**config.mk**
```make
export PLATFORM = sky130hd
export DESIGN_NAME = sd_spi_init_sequencer_core
export DESIGN_NICKNAME = d
export VERILOG_FILES = /design/src/sv/sdi_pkg.sv /design/src/sv/sdi_seq.sv /design/src/sv/sd_spi_init_sequencer_core.sv
export SDC_FILE = /design/constraint.sdc
export NUM_CORES = 1
export LEC_CHECK = 0
export ABC_AREA = 1
export BUFFER_PORTS_ARGS = -buffer_cell sky130_fd_sc_hd__buf_4
export CELL_PAD_IN_SITES_DETAIL_PLACEMENT = 2
export CELL_PAD_IN_SITES_GLOBAL_PLACEMENT = 2
export CORE_MARGIN = 5
export CORE_UTILIZATION = 37
export CTS_BUF_LIST = sky130_fd_sc_hd__clkbuf_8
export DETAILED_ROUTE_END_ITERATION = 8
export PLACE_DENSITY = 0.95
export SKIP_LAST_GASP = 1
export SYNTH_ARGS = -nofsm -noshare
export SYNTH_HDL_FRONTEND = slang
export SYNTH_SLANG_ARGS = --single-unit
```
**constraint.sdc**
```tcl
create_clock -name clk -period 4.3 [get_ports clk]
set_clock_uncertainty 0.05 [all_clocks]
set_input_delay 1.075 -clock clk [delete_from_list [all_inputs] [get_ports clk]]
set_output_delay 1.075 -clock clk [all_outputs]
set_load 0.005 [all_outputs]
```
**src/sv/sdi_pkg.sv**
```systemverilog
`default_nettype none

package sdi_pkg;

  // Sequencer phases, one-hot.
  typedef enum logic [16:0] {
    PH_IDLE    = 17'h00001,
    PH_DESEL_A = 17'h00002,
    PH_DESEL_B = 17'h00004,
    PH_WAKE    = 17'h00008,
    PH_SEL_A   = 17'h00010,
    PH_SEL_B   = 17'h00020,
    PH_BUSY    = 17'h00040,
    PH_SEND    = 17'h00080,
    PH_R1      = 17'h00100,
    PH_DATA8   = 17'h00200,
    PH_DATA58  = 17'h00400,
    PH_OK_A    = 17'h00800,
    PH_OK_B    = 17'h01000,
    PH_FAIL_A  = 17'h02000,
    PH_FAIL_B  = 17'h04000,
    PH_DONE    = 17'h08000,
    PH_FAILED  = 17'h10000
  } phase_t;

  // Command currently being issued.
  typedef enum logic [2:0] {
    CMD_GO_IDLE  = 3'd0,
    CMD_IF_COND  = 3'd1,
    CMD_APP      = 3'd2,
    CMD_OP_COND  = 3'd3,
    CMD_READ_OCR = 3'd4
  } cmd_t;

  // Failure step codes.
  localparam logic [2:0] FAIL_CMD0   = 3'd0;
  localparam logic [2:0] FAIL_CMD8   = 3'd1;
  localparam logic [2:0] FAIL_ECHO   = 3'd2;
  localparam logic [2:0] FAIL_CMD55  = 3'd3;
  localparam logic [2:0] FAIL_ACMD41 = 3'd4;
  localparam logic [2:0] FAIL_CMD58  = 3'd5;
  localparam logic [2:0] FAIL_OCR    = 3'd6;

  localparam logic [7:0] CMD_LEN     = 8'd6;
  localparam logic [7:0] BYTE_IDLE   = 8'hFF;
  localparam logic [7:0] R1_IDLE     = 8'h01;
  localparam logic [7:0] R1_READY    = 8'h00;
  localparam logic [7:0] ECHO_PATT   = 8'hAA;
  localparam logic [7:0] OCR_MASK    = 8'hC0;
  localparam logic [7:0] DATA8_LAST  = 8'd3;
  localparam logic [7:0] DATA8_ECHO  = 8'd2;

  typedef struct packed {
    logic       opcode;
    logic [7:0] rx_byte;
  } req_t;

  typedef struct packed {
    logic       exchange;
    logic [7:0] tx_byte;
    logic       chip_select_n;
    logic       done_res;
    logic       failed;
    logic [2:0] fail_step;
  } res_t;

  // Six-byte command frames (index, argument, CRC).
  function automatic logic [7:0] cmd_byte(input cmd_t cmd, input logic [2:0] idx);
    logic [7:0] b;
    b = BYTE_IDLE;
    unique case (idx)
      3'd0: begin
        unique case (cmd)
          CMD_GO_IDLE:  b = 8'h40;
          CMD_IF_COND:  b = 8'h48;
          CMD_APP:      b = 8'h77;
          CMD_OP_COND:  b = 8'h69;
          default:      b = 8'h7A;
        endcase
      end
      3'd1:    b = (cmd == CMD_OP_COND) ? 8'h40 : 8'h00;
      3'd2:    b = 8'h00;
      3'd3:    b = (cmd == CMD_IF_COND) ? 8'h01 : 8'h00;
      3'd4:    b = (cmd == CMD_IF_COND) ? ECHO_PATT : 8'h00;
      3'd5: begin
        unique case (cmd)
          CMD_GO_IDLE: b = 8'h95;
          CMD_IF_COND: b = 8'h87;
          default:     b = 8'hFF;
        endcase
      end
      default: b = BYTE_IDLE;
    endcase
    return b;
  endfunction

endpackage

`default_nettype wire

```
**src/sv/sdi_seq.sv**
```systemverilog
`default_nettype none

// Sequencer state and per-request next-state / result logic.
module sdi_seq (
  input  wire              clk,
  input  wire              rst,
  input  wire              step,
  input  sdi_pkg::req_t    req,
  input  wire  [7:0]       wakeup_bytes,
  output sdi_pkg::res_t    res
);

  sdi_pkg::phase_t phase, phase_next;
  sdi_pkg::cmd_t   cmd, cmd_next;
  logic [7:0]      byte_count, byte_count_next;
  logic            echo_ok, echo_ok_next;
  logic [2:0]      fail_code, fail_code_next;
  logic [7:0]      bc_inc;
  logic [7:0]      rx;

  assign bc_inc = byte_count + 8'd1;
  assign rx     = req.rx_byte;

  always_comb begin
    phase_next      = phase;
    cmd_next        = cmd;
    byte_count_next = byte_count;
    echo_ok_next    = echo_ok;
    fail_code_next  = fail_code;
    if (!req.opcode) begin
      phase_next      = sdi_pkg::PH_DESEL_A;
      byte_count_next = 8'd0;
      echo_ok_next    = 1'b0;
      fail_code_next  = sdi_pkg::FAIL_CMD0;
    end else begin
      unique case (phase)
        sdi_pkg::PH_DESEL_A: phase_next = sdi_pkg::PH_DESEL_B;
        sdi_pkg::PH_DESEL_B: begin
          byte_count_next = 8'd0;
          phase_next = (wakeup_bytes == 8'd0) ? sdi_pkg::PH_SEL_A : sdi_pkg::PH_WAKE;
        end
        sdi_pkg::PH_WAKE: begin
          byte_count_next = bc_inc;
          if (bc_inc >= wakeup_bytes) phase_next = sdi_pkg::PH_SEL_A;
        end
        sdi_pkg::PH_SEL_A: phase_next = sdi_pkg::PH_SEL_B;
        sdi_pkg::PH_SEL_B: begin
          phase_next = sdi_pkg::PH_BUSY;
          cmd_next   = sdi_pkg::CMD_GO_IDLE;
        end
        sdi_pkg::PH_BUSY: begin
          if (rx == sdi_pkg::BYTE_IDLE) begin
            phase_next      = sdi_pkg::PH_SEND;
            byte_count_next = 8'd0;
          end
        end
        sdi_pkg::PH_SEND: begin
          byte_count_next = bc_inc;
          if (bc_inc >= sdi_pkg::CMD_LEN) phase_next = sdi_pkg::PH_R1;
        end
        sdi_pkg::PH_R1: begin
          // wait for R1 (bit 7 clear)
          if (!rx[7]) begin
            unique case (cmd)
              sdi_pkg::CMD_GO_IDLE: begin
                if (rx == sdi_pkg::R1_IDLE) begin
                  phase_next = sdi_pkg::PH_BUSY;
                  cmd_next   = sdi_pkg::CMD_IF_COND;
                end else begin
                  phase_next     = sdi_pkg::PH_FAIL_A;
                  fail_code_next = sdi_pkg::FAIL_CMD0;
                end
              end
              sdi_pkg::CMD_IF_COND: begin
                if (rx == sdi_pkg::R1_IDLE) begin
                  phase_next      = sdi_pkg::PH_DATA8;
                  byte_count_next = 8'd0;
                  echo_ok_next    = 1'b0;
                end else begin
                  phase_next     = sdi_pkg::PH_FAIL_A;
                  fail_code_next = sdi_pkg::FAIL_CMD8;
                end
              end
              sdi_pkg::CMD_APP: begin
                if (rx == sdi_pkg::R1_IDLE) begin
                  phase_next = sdi_pkg::PH_BUSY;
                  cmd_next   = sdi_pkg::CMD_OP_COND;
                end else begin
                  phase_next     = sdi_pkg::PH_FAIL_A;
                  fail_code_next = sdi_pkg::FAIL_CMD55;
                end
              end
              sdi_pkg::CMD_OP_COND: begin
                if (rx == sdi_pkg::R1_READY) begin
                  phase_next = sdi_pkg::PH_BUSY;
                  cmd_next   = sdi_pkg::CMD_READ_OCR;
                end else if (rx == sdi_pkg::R1_IDLE) begin
                  phase_next = sdi_pkg::PH_BUSY;
                  cmd_next   = sdi_pkg::CMD_APP;
                end else begin
                  phase_next     = sdi_pkg::PH_FAIL_A;
                  fail_code_next = sdi_pkg::FAIL_ACMD41;
                end
              end
              default: begin
                if (rx == sdi_pkg::R1_READY) begin
                  phase_next      = sdi_pkg::PH_DATA58;
                  byte_count_next = 8'd0;
                  echo_ok_next    = 1'b0;
                end else begin
                  phase_next     = sdi_pkg::PH_FAIL_A;
                  fail_code_next = sdi_pkg::FAIL_CMD58;
                end
              end
            endcase
          end
        end
        sdi_pkg::PH_DATA8: begin
          if (byte_count == sdi_pkg::DATA8_ECHO) echo_ok_next = rx[0];
          if (byte_count >= sdi_pkg::DATA8_LAST) begin
            if (echo_ok && rx == sdi_pkg::ECHO_PATT) begin
              phase_next = sdi_pkg::PH_BUSY;
              cmd_next   = sdi_pkg::CMD_APP;
            end else begin
              phase_next     = sdi_pkg::PH_FAIL_A;
              fail_code_next = sdi_pkg::FAIL_ECHO;
            end
          end else begin
            byte_count_next = bc_inc;
          end
        end
        sdi_pkg::PH_DATA58: begin
          if (byte_count == 8'd0)
            echo_ok_next = ((rx & sdi_pkg::OCR_MASK) == sdi_pkg::OCR_MASK);
          if (byte_count >= sdi_pkg::DATA8_LAST) begin
            if (echo_ok) begin
              phase_next = sdi_pkg::PH_OK_A;
            end else begin
              phase_next     = sdi_pkg::PH_FAIL_A;
              fail_code_next = sdi_pkg::FAIL_OCR;
            end
          end else begin
            byte_count_next = bc_inc;
          end
        end
        sdi_pkg::PH_OK_A:   phase_next = sdi_pkg::PH_OK_B;
        sdi_pkg::PH_OK_B:   phase_next = sdi_pkg::PH_DONE;
        sdi_pkg::PH_FAIL_A: phase_next = sdi_pkg::PH_FAIL_B;
        sdi_pkg::PH_FAIL_B: phase_next = sdi_pkg::PH_FAILED;
        default:            phase_next = phase;
      endcase
    end
  end

  // Result reflects the state after this request.
  always_comb begin
    res.exchange      = 1'b1;
    res.tx_byte       = sdi_pkg::BYTE_IDLE;
    res.chip_select_n = 1'b0;
    res.done_res      = 1'b0;
    res.failed        = 1'b0;
    res.fail_step     = 3'd0;
    unique case (phase_next)
      sdi_pkg::PH_IDLE, sdi_pkg::PH_DONE, sdi_pkg::PH_FAILED: begin
        res.exchange      = 1'b0;
        res.tx_byte       = 8'h00;
        res.chip_select_n = 1'b1;
        res.done_res      = (phase_next == sdi_pkg::PH_DONE);
        res.failed        = (phase_next == sdi_pkg::PH_FAILED);
        res.fail_step     = (phase_next == sdi_pkg::PH_FAILED) ? fail_code_next : 3'd0;
      end
      sdi_pkg::PH_DESEL_A, sdi_pkg::PH_DESEL_B, sdi_pkg::PH_WAKE, sdi_pkg::PH_SEL_A,
      sdi_pkg::PH_OK_B, sdi_pkg::PH_FAIL_B: begin
        res.chip_select_n = 1'b1;
      end
      sdi_pkg::PH_SEND: begin
        res.tx_byte = sdi_pkg::cmd_byte(cmd_next, byte_count_next[2:0]);
      end
      default: begin
        res.chip_select_n = 1'b0;
      end
    endcase
  end

  always_ff @(posedge clk) begin
    if (rst) begin
      phase      <= sdi_pkg::PH_IDLE;
      cmd        <= sdi_pkg::CMD_GO_IDLE;
      byte_count <= 8'd0;
      echo_ok    <= 1'b0;
      fail_code  <= 3'd0;
    end else if (step) begin
      phase      <= phase_next;
      cmd        <= cmd_next;
      byte_count <= byte_count_next;
      echo_ok    <= echo_ok_next;
      fail_code  <= fail_code_next;
    end
  end

endmodule

`default_nettype wire

```
**src/sv/sd_spi_init_sequencer_core.sv**
```systemverilog
`default_nettype none

// SD card SPI-mode start-up sequencer. Each input request is either a start
// (tuser = 0) or the report of a finished byte exchange (tuser = 1, tdata =
// received byte); each request yields exactly one result that tells the SPI
// engine whether to run another exchange, which byte to send and the chip
// select level to use, or reports done / failed with the failing step
// (0 CMD0, 1 CMD8, 2 R7 echo, 3 CMD55, 4 ACMD41, 5 CMD58, 6 OCR). The flow is:
// deselect, wakeup_bytes bytes of 0xFF, select, CMD0, CMD8 with echo check,
// CMD55/ACMD41 until ready, CMD58 with OCR check. A start always restarts.
// Timing: a request goes into an input register, the decision is made by
// combinational logic and lands in the output register. One request per
// clock is sustained while m_axis_tready is high; the output register lets a
// new request enter while a result still waits.
// The wake-up count register may only be written while no request is in flight.
module sd_spi_init_sequencer_core (
  input  wire         clk,
  input  wire         rst,
  // config: wake-up byte count
  input  wire         cfg_valid,
  output logic        cfg_ready,
  input  wire  [7:0]  cfg_data,
  // request stream
  input  wire         s_axis_tvalid,
  output logic        s_axis_tready,
  input  wire  [7:0]  s_axis_tdata,   // [7:0] rx_byte
  input  wire  [0:0]  s_axis_tuser,   // [0] opcode
  // result stream
  output logic        m_axis_tvalid,
  input  wire         m_axis_tready,
  output logic [15:0] m_axis_tdata    // [0] exchange, [8:1] tx_byte,
                                      // [9] chip_select_n, [10] done_res,
                                      // [11] failed, [14:12] fail_step, [15] 0
);

  logic          in_valid;
  sdi_pkg::req_t in_req;
  logic          out_valid;
  sdi_pkg::res_t out_res;
  sdi_pkg::res_t res;
  logic          advance;
  logic [7:0]    wakeup_bytes;

  // move input stage into result stage
  assign advance       = in_valid & (~out_valid | m_axis_tready);
  assign s_axis_tready = ~in_valid | advance;
  assign cfg_ready     = 1'b1;

  always_ff @(posedge clk) begin
    if (rst) begin
      wakeup_bytes <= 8'd10;
    end else if (cfg_valid) begin
      wakeup_bytes <= cfg_data;
    end
  end

  always_ff @(posedge clk) begin
    if (rst) begin
      in_valid <= 1'b0;
    end else if (s_axis_tvalid && s_axis_tready) begin
      in_valid <= 1'b1;
    end else if (advance) begin
      in_valid <= 1'b0;
    end
  end

  always_ff @(posedge clk) begin
    if (s_axis_tvalid && s_axis_tready) begin
      in_req.opcode  <= s_axis_tuser[0];
      in_req.rx_byte <= s_axis_tdata;
    end
  end

  sdi_seq u_seq (
    .clk          (clk),
    .rst          (rst),
    .step         (advance),
    .req          (in_req),
    .wakeup_bytes (wakeup_bytes),
    .res          (res)
  );

  always_ff @(posedge clk) begin
    if (rst) begin
      out_valid <= 1'b0;
    end else if (advance) begin
      out_valid <= 1'b1;
    end else if (m_axis_tready) begin
      out_valid <= 1'b0;
    end
  end

  always_ff @(posedge clk) begin
    if (advance) begin
      out_res <= res;
    end
  end

  assign m_axis_tvalid = out_valid;
  assign m_axis_tdata  = {1'b0, out_res.fail_step, out_res.failed, out_res.done_res,
                          out_res.chip_select_n, out_res.tx_byte, out_res.exchange};

endmodule

`default_nettype wire
```
Yosys cells after proc, flatten, opt, wreduce, memory -nomap -nowiden
Index checks and enable logic that the tools add are counted.
{"block": "word_totals", "regBits": 66, "in_bits": 22, "output_inout_bits": 19, "wordCells": 164}
{"block": "classes", "add_sub_neg": 1, "order_cmp": 3, "eq_ne": 50, "muxes": 69, "bitwise": 5, "n_reduce_logical": 19}
{"cell": "17-bit one-hot mux with 14 select lines", "count": 1}
{"cell": "17-bit two-way mux", "count": 7}
{"cell": "14-bit two-way mux", "count": 6}
{"cell": "3-bit two-way mux", "count": 20}
{"cell": "8-bit two-way mux", "count": 7}
{"cell": "17-bit one-hot mux with 3 select lines", "count": 1}
{"cell": "8-bit one-hot mux with 6 select lines", "count": 1}
{"cell": "8-bit one-hot mux with 5 select lines", "count": 1}
{"cell": "17-bit by 13-bit == test with 1-bit output, second input constant", "count": 2}
{"cell": "17-bit by 15-bit == test with 1-bit output, second input constant", "count": 2}
{"cell": "17-bit by 2-bit == test with 1-bit output, second input constant", "count": 2}
{"cell": "17-bit by 3-bit == test with 1-bit output, second input constant", "count": 2}
{"cell": "17-bit by 4-bit == test with 1-bit output, second input constant", "count": 2}
{"cell": "17-bit by 5-bit == test with 1-bit output, second input constant", "count": 2}
{"cell": "17-bit by 8-bit == test with 1-bit output, second input constant", "count": 2}
{"cell": "8-bit one-hot mux with 2 select lines", "count": 2}
{"cell": "3-bit one-hot mux with 3 select lines", "count": 3}
{"cell": "8-bit zero test", "count": 3}
{"cell": "6-bit one-hot mux with 4 select lines", "count": 1}
{"cell": "3-bit by 2-bit == test with 1-bit output, second input constant", "count": 6}
{"cell": "17-bit by 1-bit == test with 1-bit output, second input constant", "count": 1}
{"cell": "17-bit by 10-bit == test with 1-bit output, second input constant", "count": 1}
{"cell": "17-bit by 11-bit == test with 1-bit output, second input constant", "count": 1}
{"cell": "17-bit by 12-bit == test with 1-bit output, second input constant", "count": 1}
{"cell": "40 further kinds", "count": 70}

Logic depth before layout (Yosys ltp)
{"block": "depth", "word_depth": 11, "mapped_depth": 22, "mapped_depth_nobuf": 20}

Modules after synthesis
A second synthesis with hierarchy kept.
{"block": "hier_totals", "cells_unflattened": 876, "hier_area_um2": 5713.0}
{"mod": "sdi_seq", "n_inst": 1, "cells_per_inst": 802, "area_per_inst_um2": 4619.4, "seq_area_each_um2": 640.6}
{"mod": "sd_spi_init_sequencer_core", "n_inst": 1, "cells_per_inst": 74, "area_per_inst_um2": 1093.5, "seq_area_each_um2": 920.9}

Worst setup path after synthesis
OpenSTA, ideal clock, no wires.
{"block": "synth_timing", "path_type": "register to register", "startpoint": "register u_seq.byte_count[0]", "endpoint": "register out_res (netlist bit m_axis_tdata[2]), data pin", "setup_time_ns": 0.255, "t_arrival_ns": 2.363, "required_ns": 3.995, "path_slack_ns": 1.632, "path_stages_with_launch": 20, "n_path_buf": 0, "path_cell_list": "dfxtp_1 inv_1 ha_1 ha_1 o21ai_0 nand2_1 nand2_1 nand2_1 nand2_1 nand2_1 nand3_1 nand3_1 nand2_1 nand3_1 nand3_1 nand3_2 nor2_2 nand2_2 nand4_4 nand2_1"}
{"item": "start: declaration", "line_no": "sdi_seq.sv:15", "text": "logic [7:0] byte_count, byte_count_next;"}
{"item": "start signal: assignment", "line_no": "sdi_seq.sv:195", "text": "byte_count <= byte_count_next;"}
{"item": "end signal: assignment", "line_no": "sd_spi_init_sequencer_core.sv:95", "text": "out_res <= res;"}
{"item": "end: declaration", "line_no": "sd_spi_init_sequencer_core.sv:39", "text": "sdi_pkg::res_t out_res;"}

==> results by group <==
Outcome
  • Outcome: completed

Global route
  • Initial antenna violation count: 0
  • Total congestion overflow: 0
  • Number of global-route vias before repair: about 6300
  • Largest net degree at the start of global routing: 60
  • First-pass GRT wire length: between 30000 and 40000 µm
  • Global Route Usage Sum: 27.1%

Yosys
  • Post-Syn Area: 5110 µm²
  • Mapped Nets: ~800
  • Post-synth top area share: ~16%
  • Top post-synthesis cells by area: dfxtp_1, edfxtp_1, nand2_1, inv_1, nand3_1
  • Main synth FF type: dfxtp_1
  • Yosys cell types: 46
  • Most frequent cells after synthesis: nand2_1, inv_1, nor2_1, nand3_1, o21ai_0
  • Sequential area share after synthesis: a little over 30%
  • FFs w/ async S/R, synth: 0%
  • Most numerous cell in the Yosys netlist: nand2_1
  • Flops & latches, synth: 66
  • Yosys Warn Count: 0
  • Number of synthesized flops with an enable pin: 24
  • Most area-hungry cell type in the Yosys netlist: dfxtp_1
  • Syn_area_per_cell: between 6 and 7 µm²
  • Post-Syn Instances: around 780

Floorplanning
  • Die area: 16300 µm²
  • Die Wd: 128 µm
  • Die Y: 128 µm
  • Initial Utilization: a little under two fifths
  • Core area: between 10000 and 15000 µm²
  • IO Count: 41
  • Rows: between 40 and 50

Worst setup path
  • Crit path cell chain: ha_1 > nand2_1 > nor2_1 > nand2_1 > nand2_1 > inv_1 > ha_1 > a21oi_1 > nor2_1 > nor2_1 > nand3_1 > nand2_1 > nand3_1 > nand3_1 > nand3_2 > nor2_2 > nand2_2 > nand4_4 > nand2_1
  • Delay of the slowest cell on the worst path: 0.53 ns
  • Delay-heaviest family, CP: simple AND/OR/NAND/NOR gates
  • Worst setup SP type: flip-flop
  • Cell repeated most along the worst path: nand2_1
  • CP max FO: 8
  • Data required time at the worst endpoint: around 4.4 ns
  • CP Capture Type: flip-flop
  • Crit path max-delay cell type: dfxtp_1
  • Worst path arrival time: roughly 3.8 ns
  • WP buf/inv: 1
  • WS Path Type: reg2reg

CTS
  • Worst-Skew Late Latency: 0.38 ns
  • CTS max path bufs: 2
  • H-tree depth: 3
  • Sink Count: 66
  • Post-CTS sizing: 0
  • Root Buffer: clkbuf_8
  • CTS Hold Bufs: 0
  • Cts bufs inserted: 9
  • TritonCTS clock tree: yes
  • Worst-path clk slew: approximately 0.09 ns
  • Setup Fix Bufs, Post-CTS: 0

Timing
  • Worst-margin pin slew: around 1.1 ns
  • RSZ-0062 raised after global routing: no
  • Max-slew violation count: 0
  • Setup TNS: 0 ns
  • Final number of setup-violating endpoints: 0
  • F_max: approximately 270 MHz
  • Final-report hold violation count: 0
  • Fraction of the cycle the final worst path needs: between 80 and 90%
  • Max transition margin: a little over a quarter
  • Minimum clock period: ~3.7 ns

Worst hold path
  • HP Class: reg2reg

Power
  • Pwr Density: about 300 nW/µm²
  • LEAKAGE: 2.67 nW
  • VDD IR max: 0.182 mV

Route
  • Metal3 WL: just under 800 µm
  • Routed WL: 21500 µm
  • Routed via count: around 5600
  • Post-DR wirelength/cell: between 20 and 25 µm
  • DRT iter0 DRCs: 370
  • First-pass DRT Iterations: 4
  • Top Layer Used: met4
  • Routed Antenna Nets: 0
  • Metal-1 WL: between 9000 and 10000 µm
  • Met2 WL: 10800 µm
  • DRC violations left: 0
  • Via-to-Cell Ratio: approximately 5.7

Layout
  • Layout cells sized above 1: about 15%
  • Core Util, Final: between 40 and 50%
  • Synth-to-layout area growth: 11.5%
  • Antenna cells: 0
  • Post-route design area: around 5700 µm²
  • Final layout net count: approximately 840

Placement
  • Dpl cell area: about 5500 µm²
  • Buffers on Ports: 38
  • Hpwl dp: about 16000 µm
  • Routability Congestion: between 0.8 and 0.9

Flow run
  • Max Cap Violations: 0
## worst paths after layout
path                            start               to  slack [ns]  cells past startpoint
setup / recovery  u_seq.byte_count[0]  m_axis_tdata[4]        0.61                     19
hold reg to reg       wakeup_bytes[1]  wakeup_bytes[1]        0.46                      2
hold / removal        wakeup_bytes[1]  wakeup_bytes[1]        0.46                      2
setup reg to reg  u_seq.byte_count[0]  m_axis_tdata[4]        0.61                     19
## sequential cells by signal, summed over array words and instances (netlist names)
| register | cells |
|---|---|
| in_req | 9 |
| in_valid | 1 |
| m_axis_tdata | 15 |
| m_axis_tvalid | 1 |
| u_seq.byte_count | 8 |
| u_seq.cmd | 3 |
| u_seq.echo_ok | 1 |
| u_seq.fail_code | 3 |
| u_seq.phase | 17 |
| wakeup_bytes | 8 |
## kinds of logic after synthesis
kind of cell | Yosys count | synth area share (%)
adder cells (fa/ha/maj) | 11 | 2.69
AO/OA/AOI/OAI | 133 | 14.2
XOR/XNOR | 1 | 0.171
buffers and inverters | 125 | 10.1
other | 2 | 0.147
flip-flops | 66 | 30.6
AND/OR/NAND/NOR | 438 | 42.1
## metal layers
metal	track usage, %	up-vias
met5	0	-
met3	4.01	56
met4	12.0	0
li1	-	2625
met1	32.5	2813
met2	47.8	133
## through the flow
step	total power [W]	setup slack, ns	hold slack [ns]	std cells
3_3_place_gp	0.00109	1.07	0.433	971
3_5_place_dp	0.00113	0.737	0.461	971
4_1_cts	0.00171	0.620	0.473	987
6_report	0.00170	0.610	0.464	987
5_1_grt	0.00178	0.368	0.500	987
2_1_floorplan	0.000997	1.63	0.400	776
## cell type report
cell class	count	area, µm²
clock inverter	7	77.6
inverter	100	377
sequential	66	1560
timing repair buffer	40	300
multi-input combinational	585	3030
clock buffer	9	124
fill	1690	8020
tap	180	225
## power breakdown
part           leakage, nW  internal (W)  switching [W]
clock               0.0998      0.000272       0.000301
sequential           0.561      0.000689      0.0000491
combinational         2.01      0.000118       0.000273
total                 2.67       0.00108       0.000622
## cell usage in the layout, fill, tap and decap left out, types with 4 or more instances in the layout
master,count
inv_2,5
inv_1,93
dfxtp_1,42
nand2_1,183
nor2_2,9
a21oi_1,50
nand3_2,17
o21ai_1,4
nand2_2,12
nand3_1,65
nand3b_1,4
buf_4,40
clkbuf_8,9
ha_1,11
nor3_1,13
nor2_1,83
o21ai_0,58
nand4_1,30
edfxtp_1,24
nor2_4,13
## tightest hold or removal path, stage by stage, from the launching register on
cell and delay [ns]:
dfxtp_1 0.32, inv_1 0.07, o21ai_0 0.07
No activity file was read; power rests on OpenSTA's default activity.
